--- config.mk ---
export PLATFORM = sky130hd
export DESIGN_NAME = temperature_pi_fan_controller_flat
export DESIGN_NICKNAME = d
export VERILOG_FILES = /design/src/tpfc_pkg.sv /design/src/tpfc_sample_if.sv /design/src/tpfc_result_if.sv /design/src/temperature_pi_fan_controller.sv /design/src/tpfc_divider.sv /design/src/flat_wrapper.sv
export SDC_FILE = /design/constraint.sdc
export NUM_CORES = 2
export LEC_CHECK = 0
export BUFFER_PORTS_ARGS = -buffer_cell sky130_fd_sc_hd__buf_2
export CAP_MARGIN = 20
export CORE_MARGIN = 2
export CORE_UTILIZATION = 40
export CTS_CLUSTER_SIZE = 14
export DETAILED_ROUTE_END_ITERATION = 6
export GPL_ROUTABILITY_DRIVEN = 0
export GPL_TIMING_DRIVEN = 0
export PLACE_DENSITY_LB_ADDON = 0.15
export SETUP_SLACK_MARGIN = 0.02
export SYNTH_ARGS = -nofsm -noshare
export SYNTH_HDL_FRONTEND = slang
export SYNTH_SLANG_ARGS = --single-unit
--- constraint.sdc ---
create_clock -name clk -period 12.33 [get_ports clk]
set_input_delay 1.233 -clock clk [delete_from_list [all_inputs] [get_ports clk]]
set_output_delay 1.233 -clock clk [all_outputs]
set_load 0.02 [all_outputs]
--- src/tpfc_pkg.sv ---
package tpfc_pkg;

    // Field widths
    localparam int SAMPLE_W    = 10;
    localparam int TEMP_W      = 18;
    localparam int GAIN_W      = 16;
    localparam int DUTY_W      = 8;
    localparam int LEVEL_W     = 2;
    localparam int LOWEST_W    = 17;
    localparam int INTEG_W     = 16;
    localparam int CFG_INDEX_W = 3;
    localparam int CFG_DATA_W  = 18;

    // Datapath widths
    localparam int ERR_W      = TEMP_W + 1;
    localparam int MUL_A_W    = GAIN_W + 1;
    localparam int MUL_B_W    = 21;
    localparam int PROD_W     = MUL_A_W + MUL_B_W;
    localparam int DIVIDEND_W = 21;
    localparam int QUOT_W     = 17;

    // Conversion and controller constants
    localparam logic signed [MUL_A_W-1:0] TEMP_STEP   = 17'sd125;
    localparam logic signed [TEMP_W-1:0]  TEMP_OFFSET = 18'sd12800;
    localparam logic [INTEG_W-1:0]        INTEG_MAX   = 16'd65280;
    localparam logic [DUTY_W-1:0]         DUTY_MAX    = 8'd255;
    localparam logic signed [PROD_W-1:0]  DUTY_LIMIT  = 38'sd16711680;

    // Reset values
    localparam logic signed [TEMP_W-1:0] MAX_RECORD_RST  = -18'sd25600;
    localparam logic signed [TEMP_W-1:0] MIN_RECORD_RST  = 18'sd38400;
    localparam logic signed [TEMP_W-1:0] SETPOINT_RST    = 18'sd7168;
    localparam logic [GAIN_W-1:0]        PROP_GAIN_RST   = 16'd5120;
    localparam logic [GAIN_W-1:0]        INTEG_GAIN_RST  = 16'd512;
    localparam logic signed [TEMP_W-1:0] UPPER_LIMIT_RST = 18'sd8960;
    localparam logic signed [TEMP_W-1:0] LOWER_LIMIT_RST = 18'sd5120;

    typedef enum logic [CFG_INDEX_W-1:0] {
        REG_SETPOINT    = 3'd0,
        REG_PROP_GAIN   = 3'd1,
        REG_INTEG_GAIN  = 3'd2,
        REG_UPPER_LIMIT = 3'd3,
        REG_LOWER_LIMIT = 3'd4
    } cfg_reg_t;

    typedef enum logic [LEVEL_W-1:0] {
        LEVEL_OK   = 2'd0,
        LEVEL_COLD = 2'd1,
        LEVEL_CRIT = 2'd2
    } level_t;

endpackage

--- src/tpfc_sample_if.sv ---
interface tpfc_sample_if;
    logic                          valid;
    logic                          ready;
    logic [tpfc_pkg::SAMPLE_W-1:0] adc_sample;

    modport source (output valid, output adc_sample, input ready);
    modport sink   (input valid, input adc_sample, output ready);
endinterface

--- src/tpfc_result_if.sv ---
interface tpfc_result_if;
    logic                                valid;
    logic                                ready;
    logic signed [tpfc_pkg::TEMP_W-1:0]   temperature;
    logic [tpfc_pkg::DUTY_W-1:0]          fan_duty;
    logic [tpfc_pkg::LEVEL_W-1:0]         alert_level;
    logic                                buzzer_start;
    logic signed [tpfc_pkg::TEMP_W-1:0]   highest_seen;
    logic signed [tpfc_pkg::LOWEST_W-1:0] lowest_seen;
    logic                                record_changed;

    modport source (
        output valid, output temperature, output fan_duty, output alert_level,
        output buzzer_start, output highest_seen, output lowest_seen,
        output record_changed, input ready
    );
    modport sink (
        input valid, input temperature, input fan_duty, input alert_level,
        input buzzer_start, input highest_seen, input lowest_seen,
        input record_changed, output ready
    );
endinterface

--- src/temperature_pi_fan_controller.sv ---
// A sample transfer passes through the window update, the scaling multiply,
// the 21-step restoring divider (average = sum*125/count) and the PI states
// before its result is valid. A new sample is taken only once the sequencer
// is idle, even while the last result still waits for a transfer.
// Reset (rst_n, async, active low): window empty, integrator zero, records at
// -100/150 degC, level ok, registers at their default values, no result.
module temperature_pi_fan_controller #(
    parameter int AVG_DEPTH = 5
) (
    input  logic                                clk,
    input  logic                                rst_n,
    tpfc_sample_if.sink                         samples,
    tpfc_result_if.source                       results,
    input  logic                                cfg_wr_en,
    input  logic [tpfc_pkg::CFG_INDEX_W-1:0]    cfg_index,
    input  logic [tpfc_pkg::CFG_DATA_W-1:0]     cfg_data
);

    // Window sizing follows from the averaging depth
    localparam int IDX_W  = (AVG_DEPTH > 1) ? $clog2(AVG_DEPTH) : 1;
    localparam int FILL_W = $clog2(AVG_DEPTH + 1);
    localparam int SUM_W  = $clog2(1023 * AVG_DEPTH + 1);

    typedef enum logic [3:0] {
        S_IDLE,
        S_UPDATE,     // ring write, running sum, fill count
        S_SCALE,      // sum * 125 on the shared multiplier
        S_DIV_START,
        S_DIV_WAIT,   // divide by fill count, then remove the offset
        S_RECORD,     // extremes, error, alert level
        S_MUL_P,      // prop_gain * err
        S_MUL_I,      // integ_gain * err
        S_WINDUP,     // anti-windup test and tentative integrator
        S_INTEG,      // clamp and commit integrator
        S_DUTY,       // final PI sum and duty clamp
        S_FINISH      // hand result to output register
    } state_t;

    state_t state_reg;

    // Configuration registers
    logic signed [tpfc_pkg::TEMP_W-1:0] setpoint_reg;
    logic [tpfc_pkg::GAIN_W-1:0]        prop_gain_reg;
    logic [tpfc_pkg::GAIN_W-1:0]        integ_gain_reg;
    logic signed [tpfc_pkg::TEMP_W-1:0] upper_limit_reg;
    logic signed [tpfc_pkg::TEMP_W-1:0] lower_limit_reg;

    // Block state
    logic [tpfc_pkg::SAMPLE_W-1:0]      ring_mem [AVG_DEPTH];
    logic [IDX_W-1:0]                   idx_reg;
    logic [FILL_W-1:0]                  fill_reg;
    logic [SUM_W-1:0]                   sum_reg;
    logic [SUM_W-1:0]                   sum_next;
    logic [tpfc_pkg::INTEG_W-1:0]       integ_reg;
    logic signed [tpfc_pkg::TEMP_W-1:0] max_reg;
    logic signed [tpfc_pkg::TEMP_W-1:0] min_reg;
    tpfc_pkg::level_t                   prev_level_reg;

    // Working registers
    logic [tpfc_pkg::SAMPLE_W-1:0]      sample_reg;
    logic signed [tpfc_pkg::TEMP_W-1:0] temp_reg;
    logic signed [tpfc_pkg::ERR_W-1:0]  err_reg;
    logic signed [tpfc_pkg::PROD_W-1:0] mul_reg;
    logic signed [tpfc_pkg::PROD_W-1:0] prop_reg;
    logic signed [tpfc_pkg::PROD_W-1:0] integ_sum_reg;
    logic                               win_reg;
    logic [tpfc_pkg::DUTY_W-1:0]        duty_reg;
    tpfc_pkg::level_t                   level_reg;
    logic                               buz_reg;
    logic                               rec_reg;

    // Output register
    logic                                 out_valid_reg;
    logic signed [tpfc_pkg::TEMP_W-1:0]   out_temp_reg;
    logic [tpfc_pkg::DUTY_W-1:0]          out_duty_reg;
    tpfc_pkg::level_t                     out_level_reg;
    logic                                 out_buz_reg;
    logic signed [tpfc_pkg::TEMP_W-1:0]   out_high_reg;
    logic signed [tpfc_pkg::LOWEST_W-1:0] out_low_reg;
    logic                                 out_rec_reg;

    // Shared multiplier
    logic signed [tpfc_pkg::MUL_A_W-1:0] mul_a;
    logic signed [tpfc_pkg::MUL_B_W-1:0] mul_b;
    logic                                mul_en;

    // Shared PI adder: prop term plus integrator in 1/65536 duty
    logic signed [tpfc_pkg::PROD_W-1:0] integ_scaled;
    logic signed [tpfc_pkg::PROD_W-1:0] pi_sum;

    // Divider
    logic                              div_start;
    logic                              div_done;
    logic [tpfc_pkg::DIVIDEND_W-1:0]   div_quot;
    logic signed [tpfc_pkg::TEMP_W-1:0] temp_calc;

    tpfc_pkg::level_t level_calc;
    logic             sample_xfer;
    logic             out_load;
    logic [tpfc_pkg::INTEG_W-1:0] integ_clamped;
    logic [tpfc_pkg::DUTY_W-1:0]  duty_calc;

    assign sample_xfer   = samples.valid && samples.ready;
    assign samples.ready = (state_reg == S_IDLE);
    assign out_load      = (state_reg == S_FINISH) && (!out_valid_reg || results.ready);
    assign div_start     = (state_reg == S_DIV_START);

    // Operand select for the one multiplier
    always_comb
    begin
        mul_en = 1'b1;
        mul_a  = tpfc_pkg::TEMP_STEP;
        mul_b  = signed'(tpfc_pkg::MUL_B_W'(sum_reg));
        unique case (state_reg)
            S_SCALE:
            begin
                mul_a = tpfc_pkg::TEMP_STEP;
                mul_b = signed'(tpfc_pkg::MUL_B_W'(sum_reg));
            end
            S_MUL_P:
            begin
                mul_a = signed'({1'b0, prop_gain_reg});
                mul_b = tpfc_pkg::MUL_B_W'(err_reg);
            end
            S_MUL_I:
            begin
                mul_a = signed'({1'b0, integ_gain_reg});
                mul_b = tpfc_pkg::MUL_B_W'(err_reg);
            end
            default:
            begin
                mul_en = 1'b0;
            end
        endcase
    end

    // Window update: grow while filling, then replace the oldest sample
    always_comb
    begin
        if (fill_reg < FILL_W'(AVG_DEPTH))
        begin
            sum_next = SUM_W'((SUM_W + 1)'(sum_reg) + (SUM_W + 1)'(sample_reg));
        end
        else
        begin
            sum_next = SUM_W'((SUM_W + 1)'(sum_reg) - (SUM_W + 1)'(ring_mem[idx_reg])
                              + (SUM_W + 1)'(sample_reg));
        end
    end

    tpfc_divider #(
        .DIVIDEND_W (tpfc_pkg::DIVIDEND_W),
        .DIVISOR_W  (FILL_W)
    ) u_divider (
        .clk      (clk),
        .rst_n    (rst_n),
        .start    (div_start),
        .dividend (mul_reg[tpfc_pkg::DIVIDEND_W-1:0]),
        .divisor  (fill_reg),
        .quotient (div_quot),
        .done     (div_done)
    );

    // Quotient never exceeds 1023*125, so 17 bits hold it
    assign temp_calc = signed'({1'b0, div_quot[tpfc_pkg::QUOT_W-1:0]})
                       - tpfc_pkg::TEMP_OFFSET;

    // Critical wins when the limits cross
    always_comb
    begin
        priority if (temp_reg >= upper_limit_reg)
        begin
            level_calc = tpfc_pkg::LEVEL_CRIT;
        end
        else if (temp_reg <= lower_limit_reg)
        begin
            level_calc = tpfc_pkg::LEVEL_COLD;
        end
        else
        begin
            level_calc = tpfc_pkg::LEVEL_OK;
        end
    end

    assign integ_scaled = signed'(tpfc_pkg::PROD_W'({integ_reg, 8'h00}));
    assign pi_sum       = prop_reg + integ_scaled;

    always_comb
    begin
        priority if (integ_sum_reg < 0)
        begin
            integ_clamped = '0;
        end
        else if (integ_sum_reg > signed'(tpfc_pkg::PROD_W'(tpfc_pkg::INTEG_MAX)))
        begin
            integ_clamped = tpfc_pkg::INTEG_MAX;
        end
        else
        begin
            integ_clamped = integ_sum_reg[tpfc_pkg::INTEG_W-1:0];
        end
    end

    always_comb
    begin
        priority if (pi_sum < 0)
        begin
            duty_calc = '0;
        end
        else if (pi_sum >= tpfc_pkg::DUTY_LIMIT)
        begin
            duty_calc = tpfc_pkg::DUTY_MAX;
        end
        else
        begin
            duty_calc = pi_sum[23:16];
        end
    end

    // Sequencer, control state and configuration
    always_ff @(posedge clk or negedge rst_n)
    begin
        if (!rst_n)
        begin
            state_reg       <= S_IDLE;
            idx_reg         <= '0;
            fill_reg        <= '0;
            sum_reg         <= '0;
            integ_reg       <= '0;
            max_reg         <= tpfc_pkg::MAX_RECORD_RST;
            min_reg         <= tpfc_pkg::MIN_RECORD_RST;
            prev_level_reg  <= tpfc_pkg::LEVEL_OK;
            win_reg         <= 1'b0;
            out_valid_reg   <= 1'b0;
            setpoint_reg    <= tpfc_pkg::SETPOINT_RST;
            prop_gain_reg   <= tpfc_pkg::PROP_GAIN_RST;
            integ_gain_reg  <= tpfc_pkg::INTEG_GAIN_RST;
            upper_limit_reg <= tpfc_pkg::UPPER_LIMIT_RST;
            lower_limit_reg <= tpfc_pkg::LOWER_LIMIT_RST;
        end
        else
        begin
            // Result handoff
            if (out_load)
            begin
                out_valid_reg <= 1'b1;
            end
            else if (results.ready)
            begin
                out_valid_reg <= 1'b0;
            end

            // Register writes are to arrive only while idle; the block does not enforce it
            if (cfg_wr_en)
            begin
                unique case (cfg_index)
                    tpfc_pkg::REG_SETPOINT:
                    begin
                        setpoint_reg <= signed'(cfg_data);
                    end
                    tpfc_pkg::REG_PROP_GAIN:
                    begin
                        prop_gain_reg <= cfg_data[tpfc_pkg::GAIN_W-1:0];
                    end
                    tpfc_pkg::REG_INTEG_GAIN:
                    begin
                        integ_gain_reg <= cfg_data[tpfc_pkg::GAIN_W-1:0];
                    end
                    tpfc_pkg::REG_UPPER_LIMIT:
                    begin
                        upper_limit_reg <= signed'(cfg_data);
                    end
                    tpfc_pkg::REG_LOWER_LIMIT:
                    begin
                        lower_limit_reg <= signed'(cfg_data);
                    end
                    default:
                    begin
                    end
                endcase
            end

            unique case (state_reg)
                S_IDLE:
                begin
                    if (cfg_wr_en && (cfg_index == tpfc_pkg::REG_SETPOINT))
                    begin
                        integ_reg <= '0;
                    end
                    if (sample_xfer)
                    begin
                        state_reg <= S_UPDATE;
                    end
                end
                S_UPDATE:
                begin
                    sum_reg <= sum_next;
                    if (fill_reg < FILL_W'(AVG_DEPTH))
                    begin
                        fill_reg <= fill_reg + 1'b1;
                    end
                    if (idx_reg == IDX_W'(AVG_DEPTH - 1))
                    begin
                        idx_reg <= '0;
                    end
                    else
                    begin
                        idx_reg <= idx_reg + 1'b1;
                    end
                    state_reg <= S_SCALE;
                end
                S_SCALE:
                begin
                    state_reg <= S_DIV_START;
                end
                S_DIV_START:
                begin
                    state_reg <= S_DIV_WAIT;
                end
                S_DIV_WAIT:
                begin
                    if (div_done)
                    begin
                        state_reg <= S_RECORD;
                    end
                end
                S_RECORD:
                begin
                    if (temp_reg > max_reg)
                    begin
                        max_reg <= temp_reg;
                    end
                    if (temp_reg < min_reg)
                    begin
                        min_reg <= temp_reg;
                    end
                    prev_level_reg <= level_calc;
                    state_reg      <= S_MUL_P;
                end
                S_MUL_P:
                begin
                    state_reg <= S_MUL_I;
                end
                S_MUL_I:
                begin
                    state_reg <= S_WINDUP;
                end
                S_WINDUP:
                begin
                    // Integrate only while the unclamped output is inside its range
                    win_reg   <= (pi_sum > 0) && (pi_sum < tpfc_pkg::DUTY_LIMIT);
                    state_reg <= S_INTEG;
                end
                S_INTEG:
                begin
                    if (win_reg)
                    begin
                        integ_reg <= integ_clamped;
                    end
                    state_reg <= S_DUTY;
                end
                S_DUTY:
                begin
                    state_reg <= S_FINISH;
                end
                S_FINISH:
                begin
                    if (out_load)
                    begin
                        state_reg <= S_IDLE;
                    end
                end
                default:
                begin
                    state_reg <= S_IDLE;
                end
            endcase
        end
    end

    // Datapath payload, ring storage and output payload
    always_ff @(posedge clk)
    begin
        if (sample_xfer)
        begin
            sample_reg <= samples.adc_sample;
        end
        if (state_reg == S_UPDATE)
        begin
            ring_mem[idx_reg] <= sample_reg;
        end
        if (mul_en)
        begin
            mul_reg <= mul_a * mul_b;
        end
        if ((state_reg == S_DIV_WAIT) && div_done)
        begin
            temp_reg <= temp_calc;
        end
        if (state_reg == S_RECORD)
        begin
            err_reg   <= tpfc_pkg::ERR_W'(temp_reg) - tpfc_pkg::ERR_W'(setpoint_reg);
            level_reg <= level_calc;
            buz_reg   <= (level_calc == tpfc_pkg::LEVEL_CRIT)
                         && (prev_level_reg != tpfc_pkg::LEVEL_CRIT);
            rec_reg   <= (temp_reg > max_reg) || (temp_reg < min_reg);
        end
        if (state_reg == S_MUL_I)
        begin
            prop_reg <= mul_reg;
        end
        if (state_reg == S_WINDUP)
        begin
            // Arithmetic shift gives the floor of integ_gain*err/256
            integ_sum_reg <= (mul_reg >>> 8)
                             + signed'(tpfc_pkg::PROD_W'(integ_reg));
        end
        if (state_reg == S_DUTY)
        begin
            duty_reg <= duty_calc;
        end
        if (out_load)
        begin
            out_temp_reg  <= temp_reg;
            out_duty_reg  <= duty_reg;
            out_level_reg <= level_reg;
            out_buz_reg   <= buz_reg;
            out_high_reg  <= max_reg;
            out_low_reg   <= min_reg[tpfc_pkg::LOWEST_W-1:0];
            out_rec_reg   <= rec_reg;
        end
    end

    assign results.valid          = out_valid_reg;
    assign results.temperature    = out_temp_reg;
    assign results.fan_duty       = out_duty_reg;
    assign results.alert_level    = out_level_reg;
    assign results.buzzer_start   = out_buz_reg;
    assign results.highest_seen   = out_high_reg;
    assign results.lowest_seen    = out_low_reg;
    assign results.record_changed = out_rec_reg;

endmodule

--- src/tpfc_divider.sv ---
// Restoring divider, one quotient bit per cycle.
module tpfc_divider #(
    parameter int DIVIDEND_W = 21,
    parameter int DIVISOR_W  = 3
) (
    input  logic                  clk,
    input  logic                  rst_n,
    input  logic                  start,
    input  logic [DIVIDEND_W-1:0] dividend,
    input  logic [DIVISOR_W-1:0]  divisor,
    output logic [DIVIDEND_W-1:0] quotient,
    output logic                  done
);

    localparam int CNT_W = $clog2(DIVIDEND_W + 1);

    logic [CNT_W-1:0]      cnt_reg;
    logic                  run_reg;
    logic                  done_reg;
    logic [DIVISOR_W-1:0]  rem_reg;
    logic [DIVIDEND_W-1:0] quo_reg;
    logic [DIVISOR_W:0]    trial;
    logic                  fits;

    assign trial = {rem_reg, quo_reg[DIVIDEND_W-1]};
    assign fits  = (trial >= {1'b0, divisor});

    always_ff @(posedge clk or negedge rst_n)
    begin
        if (!rst_n)
        begin
            cnt_reg  <= '0;
            run_reg  <= 1'b0;
            done_reg <= 1'b0;
        end
        else if (start)
        begin
            cnt_reg  <= CNT_W'(DIVIDEND_W);
            run_reg  <= 1'b1;
            done_reg <= 1'b0;
        end
        else if (run_reg)
        begin
            cnt_reg <= cnt_reg - 1'b1;
            if (cnt_reg == CNT_W'(1))
            begin
                run_reg  <= 1'b0;
                done_reg <= 1'b1;
            end
        end
        else
        begin
            done_reg <= 1'b0;
        end
    end

    always_ff @(posedge clk)
    begin
        if (start)
        begin
            rem_reg <= '0;
            quo_reg <= dividend;
        end
        else if (run_reg)
        begin
            if (fits)
            begin
                rem_reg <= DIVISOR_W'(trial - {1'b0, divisor});
            end
            else
            begin
                rem_reg <= trial[DIVISOR_W-1:0];
            end
            quo_reg <= {quo_reg[DIVIDEND_W-2:0], fits};
        end
    end

    assign quotient = quo_reg;
    assign done     = done_reg;

endmodule

--- src/flat_wrapper.sv ---
// flat-port wrapper written by rule: the top's interface ports become plain ports
module temperature_pi_fan_controller_flat 
#(
    parameter int AVG_DEPTH = 5
)
  (clk, rst_n, cfg_wr_en, cfg_index, cfg_data, samples_valid, samples_adc_sample, samples_ready, results_valid, results_temperature, results_fan_duty, results_alert_level, results_buzzer_start, results_highest_seen, results_lowest_seen, results_record_changed, results_ready);
  tpfc_sample_if samples_i ();
  tpfc_result_if results_i ();
  input  logic clk;
  input  logic rst_n;
  input  logic cfg_wr_en;
  input  logic [tpfc_pkg::CFG_INDEX_W-1:0] cfg_index;
  input  logic [tpfc_pkg::CFG_DATA_W-1:0] cfg_data;
  input wire logic [$bits(samples_i.valid)-1:0] samples_valid;
  input wire logic [$bits(samples_i.adc_sample)-1:0] samples_adc_sample;
  output wire logic [$bits(samples_i.ready)-1:0] samples_ready;
  output wire logic [$bits(results_i.valid)-1:0] results_valid;
  output wire logic [$bits(results_i.temperature)-1:0] results_temperature;
  output wire logic [$bits(results_i.fan_duty)-1:0] results_fan_duty;
  output wire logic [$bits(results_i.alert_level)-1:0] results_alert_level;
  output wire logic [$bits(results_i.buzzer_start)-1:0] results_buzzer_start;
  output wire logic [$bits(results_i.highest_seen)-1:0] results_highest_seen;
  output wire logic [$bits(results_i.lowest_seen)-1:0] results_lowest_seen;
  output wire logic [$bits(results_i.record_changed)-1:0] results_record_changed;
  input wire logic [$bits(results_i.ready)-1:0] results_ready;
  assign samples_i.valid = samples_valid;
  assign samples_i.adc_sample = samples_adc_sample;
  assign samples_ready = samples_i.ready;
  assign results_valid = results_i.valid;
  assign results_temperature = results_i.temperature;
  assign results_fan_duty = results_i.fan_duty;
  assign results_alert_level = results_i.alert_level;
  assign results_buzzer_start = results_i.buzzer_start;
  assign results_highest_seen = results_i.highest_seen;
  assign results_lowest_seen = results_i.lowest_seen;
  assign results_record_changed = results_i.record_changed;
  assign results_i.ready = results_ready;
  temperature_pi_fan_controller #(.AVG_DEPTH(AVG_DEPTH)) u_core (.clk(clk), .rst_n(rst_n), .samples(samples_i), .results(results_i), .cfg_wr_en(cfg_wr_en), .cfg_index(cfg_index), .cfg_data(cfg_data));
endmodule
==> flow_summary.ini <==
[layout]
fill_cells = 8409
fin_nets = 4130
largest_register_ffs = 50
drive_gt1_share_pct = 10.1
areaGrowthSynthToFinish_pct = 11.3

[drt]
ant_nets = 0
wirelength_mm = 89.7
drc_errors = 0
dr.pass1.iters = 5
via_per_inst = 5.12
vias = 24200
wire_per_inst_um = 19.0
drt_iter0_drc = 1351

[setup_path]
setup.worst_path.class = flop to flop
slowest_stage = fa_1
cp.required_ns = 12.65
crit_path_end_kind = flop
cp_top_family = adder cells
cpPeakStageDelay_ns = 0.55
critPathBufInv = 8
startpoint = u_core.state_reg[1]
start_kind = flop
r2r_start = u_core.state_reg[1]
cp.arrival_ns = 9.85
worst_path_most_repeated_cell = fa_1
path_max_fanout = 10

[sta]
finalHoldViolCount = 0
slew_headroom_pct = 5.25
fin_worst_skew_ns = 0.0573
report.final.setup_viol = 0
finalCritPeriodShare_pct = 77.3
period_needed_ns = 9.53
rsz0062_at_grt = false
tightest_slew_ns = 1.42
timing.final.max_slew_violations = 0
fmaxAchievable_ghz = 0.105
tns_ns = 0

[die]
die_h_um = 301
start_util_pct = 40.5
boundaryPins = 103
core_area_um2 = 87200
die_w_um = 301
die_area_um2 = 90700
placementRows = 108

[clock_network]
clockBufferDepth = 3
path_clk_slew_ns = 0.06
cts.sinks = 477
worstSkewPairLatency_ns = 0.64
cts_buffers = 55
cts_hold_buf = 0
cts_tree = built
cts_setup_buffers = 0
cts-resized-gates = 0
root_buffer = clkbuf_16
ctsHtreeMaxLevel = 2

[worst_hold_path]
min_from = u_core.duty_reg[0]
hold_class = flop to flop

[synth]
yosysWarnings = 0
synth_xor_area_share_pct = 2.90
synth_top_family_by_area = adder cells
synth_enable_flop_cells = 302
avgSynthCellArea_um2 = 10.6
ys_seq_area_share_pct = 38.1
async_reset_ff_share_pct = 36.1
synth-simple-area-share_pct = 11.1
syn-cell-area_um2 = 35300
synth_cell_types = 98
netlist_instances = 3339
synth_fa_ha_area_share_pct = 27.4
muxShareOfSynthArea_pct = 3.13
ys_ff_latch = 477
synth-main-ff-cell = edfxtp_1
syn_nets = 3951
synth-compound-area-share_pct = 10.2

[grt]
grt_max_degree = 94
track_usage_pct = 20.3
grt_pass1_wl_mm = 142
grt-ovfl-total = 0
antenna_found_initial = 2
grt_pass1_vias = 24700

[job]
drv_cap = 0

[status]
status = complete, no violations

[placed_design]
hpwl_mm = 70.8
io_buffer_count = 100
[cells in the final DEF (no fill, tap or decap), drive strengths merged, types with 20 or more instances in the layout]
master  instances
dfrtp         151
nor2b          30
nand3          36
a211oi         22
nand2         353
o21bai         26
a21oi         126
mux2           78
nor4           29
and3           21
buf           127
nor3           29
nand2b         28
a22oi          20
dfstp          21
xor2           33
ha            247
inv           575
nor2          263
clkbuf        169
fa            329
nand4          25
xnor2          84
a21o           62
o21a           21
edfxtp        302
o21ai         123
[cell usage after synthesis (5+ instances only)]
| cell | number | share of area [%] |
|---|---|---|
| ha_1 | 247 | 8.8 |
| a22o_1 | 16 | 0.40 |
| nand2b_1 | 27 | 0.48 |
| edfxtp_1 | 302 | 26 |
| a211oi_1 | 20 | 0.43 |
| a21boi_0 | 9 | 0.19 |
| a21o_1 | 62 | 1.3 |
| clkbuf_1 | 86 | 0.91 |
| dfstp_2 | 21 | 1.6 |
| o22ai_1 | 9 | 0.16 |
| and3_1 | 19 | 0.34 |
| nand4_1 | 25 | 0.44 |
| xor2_1 | 33 | 0.82 |
| o221a_2 | 16 | 0.51 |
| o21bai_1 | 25 | 0.53 |
| and2_1 | 18 | 0.32 |
| nor3_1 | 29 | 0.41 |
| nand3_1 | 36 | 0.51 |
| a22oi_1 | 20 | 0.43 |
| nor2_1 | 262 | 2.8 |
| o21ai_0 | 117 | 1.7 |
| nor4_1 | 29 | 0.51 |
| fa_1 | 329 | 19 |
| a211o_1 | 7 | 0.17 |
| or2_2 | 7 | 0.12 |
| xnor2_1 | 84 | 2.1 |
| a31oi_1 | 15 | 0.27 |
| o211ai_1 | 11 | 0.23 |
| mux2i_1 | 16 | 0.45 |
| a21oi_1 | 122 | 1.7 |
| o2111ai_1 | 6 | 0.15 |
| mux2_2 | 78 | 2.5 |
| o21ai_1 | 6 | 0.085 |
| or4_1 | 5 | 0.11 |
| nand2_1 | 352 | 3.7 |
| o22a_1 | 5 | 0.12 |
| inv_1 | 572 | 6.1 |
| o21a_1 | 21 | 0.45 |
| nor2b_1 | 30 | 0.53 |
| dfrtp_1 | 151 | 11 |
[metal layers]
metal	global-route usage, %	share of wire (%)	up-vias
met5	0	0.013	-
met4	6.21	3.0	2
met3	3.41	5.2	120
met2	33.1	47	476
met1	27.8	45	12100
li1	-	-	11500
[worst paths after layout]
path	to	slack [ns]	depth (start not counted)
max	u_core.mul_reg[37]	2.80	27
min	u_core.results.fan_duty[0]	0.42	0
max reg2reg	u_core.mul_reg[37]	2.80	27
min reg2reg	u_core.results.fan_duty[0]	0.42	0
max in group asynchronous	u_core.integ_reg[12]	10.66	2
min in group asynchronous	u_core.prev_level_reg[1]	0.56	1
[cell type report]
| cell class | instances | area (um2) | share of cell area [%] |
|---|---|---|---|
| tap | 1155 | 1450 | 3.68 |
| sequential | 477 | 13500 | 34.2 |
| clock inverter | 21 | 213 | 0.541 |
| antenna | 3 | 7.51 | 0.0191 |
| timing repair buffer | 122 | 782 | 1.99 |
| clock buffer | 82 | 1530 | 3.89 |
| multi-input combinational | 2196 | 19400 | 49.3 |
| inverter | 574 | 2150 | 5.48 |
| buffer | 92 | 349 | 0.888 |
[cells by family after synthesis]
logic type,after synthesis
AO/OA/AOI/OAI,534
multiplexers,97
flip-flops,477
buffers and inverters,666
XOR/XNOR,117
adder cells (fa/ha/maj),576
AND/OR/NAND/NOR,872
[metrics by stage]
stage / instance area [um2] / utilization, % / cells / hold WS (ns) / worst slack [ns]
after floorplan: 35300 / - / 3339 / 0.400 / 3.89
final: 39300 / 45.1 / 4722 / 0.417 / 2.80
after detailed placement: 37500 / 43.1 / 4613 / 0.405 / 2.86
after global placement: 37300 / 42.7 / 4594 / 0.406 / 1.21
after CTS: 39300 / 45.1 / 4716 / 0.419 / 2.81
after global routing: 39300 / 45.1 / 4719 / 0.429 / 2.17
Power is left out: the tool's default activity adds up to more than one toggle a clock period on the data nets, which glitch-free logic cannot reach.
